--- config.mk ---
export PLATFORM = sky130hd
export DESIGN_NAME = positional_sequence_store
export DESIGN_NICKNAME = d
export VERILOG_FILES = /design/src/rtl/core/pss_pkg.sv /design/src/rtl/core/pss_entry_ram.sv /design/src/rtl/core/positional_sequence_store.sv
export SDC_FILE = /design/constraint.sdc
export NUM_CORES = 2
export LEC_CHECK = 0
export BUFFER_PORTS_ARGS = -buffer_cell sky130_fd_sc_hd__buf_2
export CORE_MARGIN = 1
export CORE_UTILIZATION = 35
export DETAILED_ROUTE_END_ITERATION = 7
export PLACE_DENSITY_LB_ADDON = 0.25
export SLEW_MARGIN = 20
export SYNTH_ARGS = -nofsm -noshare
export SYNTH_HDL_FRONTEND = slang
export SYNTH_SLANG_ARGS = --single-unit
--- constraint.sdc ---
create_clock -name clock -period 9.76 [get_ports clock]
set_input_delay 0.976 -clock clock [delete_from_list [all_inputs] [get_ports clock]]
set_output_delay 0.976 -clock clock [all_outputs]
set_load 0.05 [all_outputs]
--- src/rtl/core/pss_pkg.sv ---
// shared types and codes for the positional sequence store
// no dependencies; imported by the store top level and its entry ram

package pss_pkg;

   localparam int WORD_W = 32;
   localparam int LEN_W  = 7;
   localparam int POS_W  = 6;

   typedef logic signed [WORD_W-1:0] word_type;
   typedef logic [1:0]               op_type;
   typedef logic [1:0]               status_type;
   typedef logic [POS_W-1:0]         pos_type;
   typedef logic [LEN_W-1:0]         len_type;

   localparam op_type OP_APPEND = 2'd0;
   localparam op_type OP_REMOVE = 2'd1;
   localparam op_type OP_INSERT = 2'd2;
   localparam op_type OP_DELETE = 2'd3;

   localparam status_type ST_OK    = 2'd0;
   localparam status_type ST_EMPTY = 2'd1;
   localparam status_type ST_RANGE = 2'd2;
   localparam status_type ST_FULL  = 2'd3;

endpackage

--- src/rtl/core/pss_entry_ram.sv ---
// entry storage for the positional sequence store: one write port and one
// read port with registered read data; depends on pss_pkg

module pss_entry_ram #(
   parameter int DEPTH = 64
) (
   input  logic                      clock,
   input  logic                      wr_en,
   input  logic [$clog2(DEPTH)-1:0]  wr_addr,
   input  pss_pkg::word_type         wr_data,
   input  logic                      rd_en,
   input  logic [$clog2(DEPTH)-1:0]  rd_addr,
   output pss_pkg::word_type         rd_data
);
   import pss_pkg::*;

   word_type mem [DEPTH];
   word_type rd_data_ff;

   always_ff @(posedge clock) begin
      if (wr_en) begin
         mem[wr_addr] <= wr_data;
      end
      if (rd_en) begin
         rd_data_ff <= mem[rd_addr];
      end
   end

   assign rd_data = rd_data_ff;

endmodule

--- src/rtl/core/positional_sequence_store.sv ---
// positional sequence store: bounded ordered list of signed 32-bit values
// depends on pss_pkg and pss_entry_ram
//
// usage: each request on req_ names an operation (append at tail, remove
// head, insert at position, delete at position) and returns exactly one
// response on rsp_ with a status, the value taken by remove head and the
// length after the operation. entries live in a ram; one step unit walks a
// cursor over it, moving one entry at a time (ram read, then write).
// entries moved per operation:
//   append or any error: none
//   insert at p: count-p, each one position up
//   delete at p: count-1-p, each one position down
//   remove head: count-1 down, after the head entry is read out
// the ram's single read port and the one shared cursor adder set this
// one-at-a-time walk; req_tready is low while a request is in work.
// a finished response sits in an output register, so the next request is
// taken while rsp_tready is low; a second finished response then waits
// until the first is taken. reset empties the store at once (no sweep).

module positional_sequence_store #(
   parameter int CAPACITY = 64
) (
   input  logic        clock,
   input  logic        reset,
   input  logic        req_tvalid,
   output logic        req_tready,
   input  logic [39:0] req_tdata,   // operation[1:0], position[7:2], item_value[39:8]
   output logic        rsp_tvalid,
   input  logic        rsp_tready,
   output logic [47:0] rsp_tdata    // status[1:0], removed_value[33:2], length[40:34], zero
);
   import pss_pkg::*;

   localparam int ADDR_W = $clog2(CAPACITY);
   localparam int CNT_W  = $clog2(CAPACITY + 1);
   localparam int CMP_W  = (CNT_W > POS_W) ? CNT_W : POS_W;

   localparam logic [2:0] S_IDLE = 3'd0;
   localparam logic [2:0] S_HEAD = 3'd1;
   localparam logic [2:0] S_GRAB = 3'd2;
   localparam logic [2:0] S_READ = 3'd3;
   localparam logic [2:0] S_MOVE = 3'd4;
   localparam logic [2:0] S_DONE = 3'd5;

   logic [2:0]        state_ff, state_in;
   logic [CNT_W-1:0]  count_ff, count_in;
   logic [ADDR_W-1:0] cursor_ff, cursor_in;
   logic [ADDR_W-1:0] pos_ff, pos_in;
   logic              ins_ff, ins_in;
   word_type          val_ff, val_in;
   word_type          removed_ff, removed_in;
   status_type        status_ff, status_in;

   logic              rsp_valid_ff, rsp_valid_in;
   status_type        out_status_ff, out_status_in;
   word_type          out_removed_ff, out_removed_in;
   len_type           out_length_ff, out_length_in;

   op_type            req_op;
   pos_type           req_pos;
   word_type          req_val;
   logic              accept;
   logic [CMP_W-1:0]  cnt_c, pos_c;
   logic              is_full, is_empty;

   logic [CNT_W-1:0]  step_c;
   logic [ADDR_W-1:0] step;

   logic              wr_en, rd_en;
   logic [ADDR_W-1:0] wr_addr, rd_addr;
   word_type          wr_data, rd_data;
   logic              out_free;

   assign req_op  = req_tdata[1:0];
   assign req_pos = req_tdata[7:2];
   assign req_val = req_tdata[39:8];

   assign req_tready = (state_ff == S_IDLE);
   assign accept     = req_tvalid && req_tready;

   assign cnt_c    = CMP_W'(count_ff);
   assign pos_c    = CMP_W'(req_pos);
   assign is_full  = (count_ff == CNT_W'(CAPACITY));
   assign is_empty = (count_ff == '0);

   // shared step unit: the cursor moves down for insert, up for delete and remove head
   assign step_c = ins_ff ? (CNT_W'(cursor_ff) - CNT_W'(1))
                          : (CNT_W'(cursor_ff) + CNT_W'(1));
   assign step   = step_c[ADDR_W-1:0];

   assign out_free = !rsp_valid_ff || rsp_tready;

   always_comb begin
      state_in   = state_ff;
      count_in   = count_ff;
      cursor_in  = cursor_ff;
      pos_in     = pos_ff;
      ins_in     = ins_ff;
      val_in     = val_ff;
      removed_in = removed_ff;
      status_in  = status_ff;
      wr_en      = 1'b0;
      wr_addr    = cursor_ff;
      wr_data    = rd_data;
      rd_en      = 1'b0;
      rd_addr    = step;

      unique case (state_ff)
         S_IDLE: begin
            if (accept) begin
               removed_in = '0;
               status_in  = ST_OK;
               val_in     = req_val;
               pos_in     = ADDR_W'(req_pos);
               state_in   = S_DONE;
               unique case (req_op)
                  OP_APPEND: begin
                     if (is_full) begin
                        status_in = ST_FULL;
                     end else begin
                        wr_en    = 1'b1;
                        wr_addr  = ADDR_W'(count_ff);
                        wr_data  = req_val;
                        count_in = count_ff + CNT_W'(1);
                     end
                  end
                  OP_REMOVE: begin
                     if (is_empty) begin
                        status_in = ST_EMPTY;
                     end else begin
                        cursor_in = '0;
                        ins_in    = 1'b0;
                        state_in  = S_HEAD;
                     end
                  end
                  OP_INSERT: begin
                     if (pos_c > cnt_c) begin
                        status_in = ST_RANGE;
                     end else if (is_full) begin
                        status_in = ST_FULL;
                     end else begin
                        cursor_in = ADDR_W'(count_ff);
                        ins_in    = 1'b1;
                        state_in  = S_READ;
                     end
                  end
                  default: begin
                     if (is_empty) begin
                        status_in = ST_EMPTY;
                     end else if (pos_c >= cnt_c) begin
                        status_in = ST_RANGE;
                     end else begin
                        cursor_in = ADDR_W'(req_pos);
                        ins_in    = 1'b0;
                        state_in  = S_READ;
                     end
                  end
               endcase
            end
         end
         S_HEAD: begin
            rd_en    = 1'b1;
            rd_addr  = '0;
            state_in = S_GRAB;
         end
         S_GRAB: begin
            removed_in = rd_data;
            state_in   = S_READ;
         end
         S_READ: begin
            if (ins_ff) begin
               if (cursor_ff == pos_ff) begin
                  wr_en    = 1'b1;
                  wr_data  = val_ff;
                  count_in = count_ff + CNT_W'(1);
                  state_in = S_DONE;
               end else begin
                  rd_en    = 1'b1;
                  state_in = S_MOVE;
               end
            end else begin
               if (step_c < count_ff) begin
                  rd_en    = 1'b1;
                  state_in = S_MOVE;
               end else begin
                  count_in = count_ff - CNT_W'(1);
                  state_in = S_DONE;
               end
            end
         end
         S_MOVE: begin
            wr_en     = 1'b1;
            cursor_in = step;
            state_in  = S_READ;
         end
         S_DONE: begin
            if (out_free) begin
               state_in = S_IDLE;
            end
         end
         default: begin
            state_in = S_IDLE;
         end
      endcase
   end

   always_comb begin
      rsp_valid_in   = rsp_valid_ff;
      out_status_in  = out_status_ff;
      out_removed_in = out_removed_ff;
      out_length_in  = out_length_ff;
      if (state_ff == S_DONE && out_free) begin
         rsp_valid_in   = 1'b1;
         out_status_in  = status_ff;
         out_removed_in = removed_ff;
         out_length_in  = LEN_W'(count_ff);
      end else if (rsp_tready) begin
         rsp_valid_in = 1'b0;
      end
   end

   always_ff @(posedge clock) begin
      if (reset) begin
         state_ff     <= S_IDLE;
         count_ff     <= '0;
         rsp_valid_ff <= 1'b0;
      end else begin
         state_ff     <= state_in;
         count_ff     <= count_in;
         rsp_valid_ff <= rsp_valid_in;
      end
   end

   always_ff @(posedge clock) begin
      cursor_ff      <= cursor_in;
      pos_ff         <= pos_in;
      ins_ff         <= ins_in;
      val_ff         <= val_in;
      removed_ff     <= removed_in;
      status_ff      <= status_in;
      out_status_ff  <= out_status_in;
      out_removed_ff <= out_removed_in;
      out_length_ff  <= out_length_in;
   end

   pss_entry_ram #(
      .DEPTH (CAPACITY)
   ) u_entry_ram (
      .clock   (clock),
      .wr_en   (wr_en),
      .wr_addr (wr_addr),
      .wr_data (wr_data),
      .rd_en   (rd_en),
      .rd_addr (rd_addr),
      .rd_data (rd_data)
   );

   assign rsp_tvalid = rsp_valid_ff;
   assign rsp_tdata  = {7'd0, out_length_ff, out_removed_ff, out_status_ff};

   // length never passes the capacity
   a_count_bound: assert property (@(posedge clock) disable iff (reset)
      count_ff <= CNT_W'(CAPACITY))
      else $error("entry count above capacity");

   // each request changes the length by at most one
   a_count_step: assert property (@(posedge clock) disable iff (reset)
      !$stable(count_ff) |->
         (count_ff == $past(count_ff) + CNT_W'(1)) ||
         (count_ff == $past(count_ff) - CNT_W'(1)))
      else $error("entry count jumped");

   // a failed request never reports a removed value
   a_err_no_value: assert property (@(posedge clock) disable iff (reset)
      (state_ff == S_DONE && status_ff != ST_OK) |-> removed_ff == '0)
      else $error("removed value on failed request");

endmodule
==> metrics.cfg <==
[setup_path]
startpoint_type = register
r2r-end = u_entry_ram.mem[10][27]
regToRegSetupSlack_ns = 3.51
endpoint_kind = register
worstReg2RegStart = cursor_ff[0]
worstSetupPathType = register to register
crit_path_start = cursor_ff[0]
crit_fanout = 95
cp_data_arrival_time_ns = 6.73
rr_worst_depth = 9
cp.required_ns = 10.25

[cts]
cts-buffers-inserted = 228
cts_root_buffer = clkbuf_16
clkLatencyLatePin_ns = 0.89
clockBufferDepth = 3
htreeDepth = 4
postCtsResizedCells = 0
cts_tree = done
clk_pin_slew_ns = 0.06
cts_hold_buf = 0
post-cts-setup-buffers = 0
cts.sinks = 2211

[placement]
portBuffers = 86
dpl.hpwl_um = 170100
place_congestion = 0.9019
place_area_um2 = 92990

[yosys]
yosysUniqueCellTypes = 90
synthArstFlopShare = 0
synth_area_um2 = 88060
synth-seq-cells = 2211
synthTopCellsByArea = edfxtp_1, mux4_2, nand2_1, mux2i_1, a211oi_1
synthFlopType = edfxtp_1
synth_top_area_cell = edfxtp_1
yosysWarnings = 0
syn_inst = 5485
syn_avg_cell_area_um2 = 16.05
synth-edff-count = 2200
yosys.area.top_type_share = 0.7502
seq_area_frac_synth = 0.7527

[die]
start_util = 0.3531
die_area_um2 = 253600
io_pins = 94
core_area_um2 = 249300
die_y_um = 503.6
num_rows = 183
die_w_um = 503.6

[cells_and_area]
fin_area_um2 = 100900
layout_common_cells = edfxtp_1, nand2_1, clkbuf_16
fillCellCount = 22330
final_common_cell = edfxtp_1
fin_nets = 5640
drive_gt1_frac = 0.1595
areaGrowthSynthToFinish_pct = 14.53

[hold_path]
hold_path.class = primary input to register
worstHoldEndpoint = val_ff[29]
hp-start = req_tdata[37]
holdPathStages = 1

[route]
drtIter0Drc = 6763
vias_per_cell = 5.790
firstDrtPassIters = 6
wirelength_um = 291500
drt-wirelength-per-cell_um = 31.99
drc = 0
final_antenna_net_count = 0
vias = 52760

[timing]
timing.hold.ws_ns = 0.2913
skew_ns = 0.03817
period_minus_slack_ns = 6.245
rsz0062_at_grt = no
clock.fmax_ghz = 0.1601
setup_violations = 0
worst_pin_slew_ns = 1.327
finalHoldViolCount = 0
relSlewSlack = 0.1094
period_share = 0.6399
drv_slew = 0
finalSetupTns_ns = 0

[global_route]
track_usage = 0.2269
gr-total-overflow = 0
grt_max_degree = 129
antenna_found_initial = 21
grt_pass1_wl_um = 402700
grt_pass1_vias = 50080

[pwr]
p_leak_nw = 31.76
ir_worst_vdd_mv = 0.2354
pwr_density_cell_nw_per_um2 = 312.4

[job]
maxCapViolCount = 0

[outcome]
outcome = completed

-- worst max-delay path: stages (launching register included) --
cell and delay (ns):
edfxtp_1 0.37, buf_12 0.39, buf_4 0.68, xor2_1 0.14
nor4_1 0.41, and4_2 1.05, nor2_1 0.11, o22ai_1 0.74
nand2b_1 0.78, nor2_4 1.10
-- cells in the mapped netlist, drive strengths merged, types with 24 or more instances --
cell type,number
edfxtp,2200
nand2,592
buf,251
nor2,192
a21oi,173
a211oi,153
o22ai,151
clkbuf,146
a31oi,138
o21ai,134
mux4,133
mux2i,120
nand3,109
nor2b,85
o221ai,81
a22oi,75
o211ai,72
or3,68
nand2b,53
and2,50
a311oi,43
mux2,41
nor3,40
a211o,31
a221oi,31
inv,29
and3,24
-- per-stage QoR --
| step | worst slack (ns) | cells | power [mW] | util |
|---|---|---|---|---|
| after floorplan | 5.464 | 5491 | 17.72 | - |
| after global placement | 3.443 | 8642 | 22.85 | 0.3718 |
| after detailed placement | 3.534 | 8653 | 22.94 | 0.3729 |
| after CTS | 3.512 | 9080 | 31.51 | 0.4025 |
| after global routing | 3.370 | 9099 | 32.23 | 0.4043 |
| final | 3.515 | 9112 | 31.50 | 0.4045 |
-- power by group --
part | switching, mW | total (mW) | internal (mW) | leakage, nW
sequential | 0.310 | 12.5 | 12.2 | 20.0
clock | 3.72 | 8.65 | 4.93 | 3.61
combinational | 7.99 | 10.3 | 2.35 | 8.20
total | 12.0 | 31.5 | 19.5 | 31.8
-- flip-flops by register name, summed over array words and instances, names as in the netlist --
register	flops
state_ff	3
removed_ff	32
out_removed_ff	32
cnt_c	7
rsp_tvalid	1
u_entry_ram.rd_data	32
pos_ff	6
out_length_ff	7
ins_ff	1
cursor_ff	6
val_ff	32
u_entry_ram.mem	2048
status_ff	2
out_status_ff	2
-- cell families (layout without fill, tap and decap cells) --
logic type	count (synthesis)	in the layout	share of synthesized area
flip-flops	2211	2211	0.7527
AND/OR/NAND/NOR	1281	1281	0.06796
AO/OA/AOI/OAI	1232	1232	0.09736
buffers and inverters	427	705	0.02391
multiplexers	294	294	0.05290
adder cells (fa/ha/maj)	24	24	0.003496
XOR/XNOR	15	15	0.001577
other	1	20	0.00004259
-- cell type report --
class | instances | area, um^2 | share of cell area
multi-input combinational | 2853 | 20600 | 0.2043
clock inverter | 156 | 1493 | 0.01480
antenna | 13 | 32.53 | 0.0003226
clock buffer | 271 | 5888 | 0.05839
tap | 3330 | 4167 | 0.04131
sequential | 2211 | 66280 | 0.6572
inverter | 30 | 127.6 | 0.001265
timing repair buffer | 248 | 2257 | 0.02238
-- metal layers --
layer	part of all wire	track usage	up-vias
met2	0.46	0.3557	2643
li1	-	-	22100
met3	0.092	0.04953	534
met1	0.40	0.3025	27460
met4	0.048	0.09889	14
met5	0.00032	0	-
-- worst max-delay path by stage --
stage | to | cells past startpoint
global route | u_entry_ram.mem[10][14] | 9
floorplan | u_entry_ram.mem[2][0] | 8
detailed placement | u_entry_ram.mem[18][19] | 9
CTS | u_entry_ram.mem[18][12] | 9
finish | u_entry_ram.mem[10][27] | 9
global placement | u_entry_ram.mem[26][3] | 9
No activity file was read; power rests on OpenSTA's default activity.
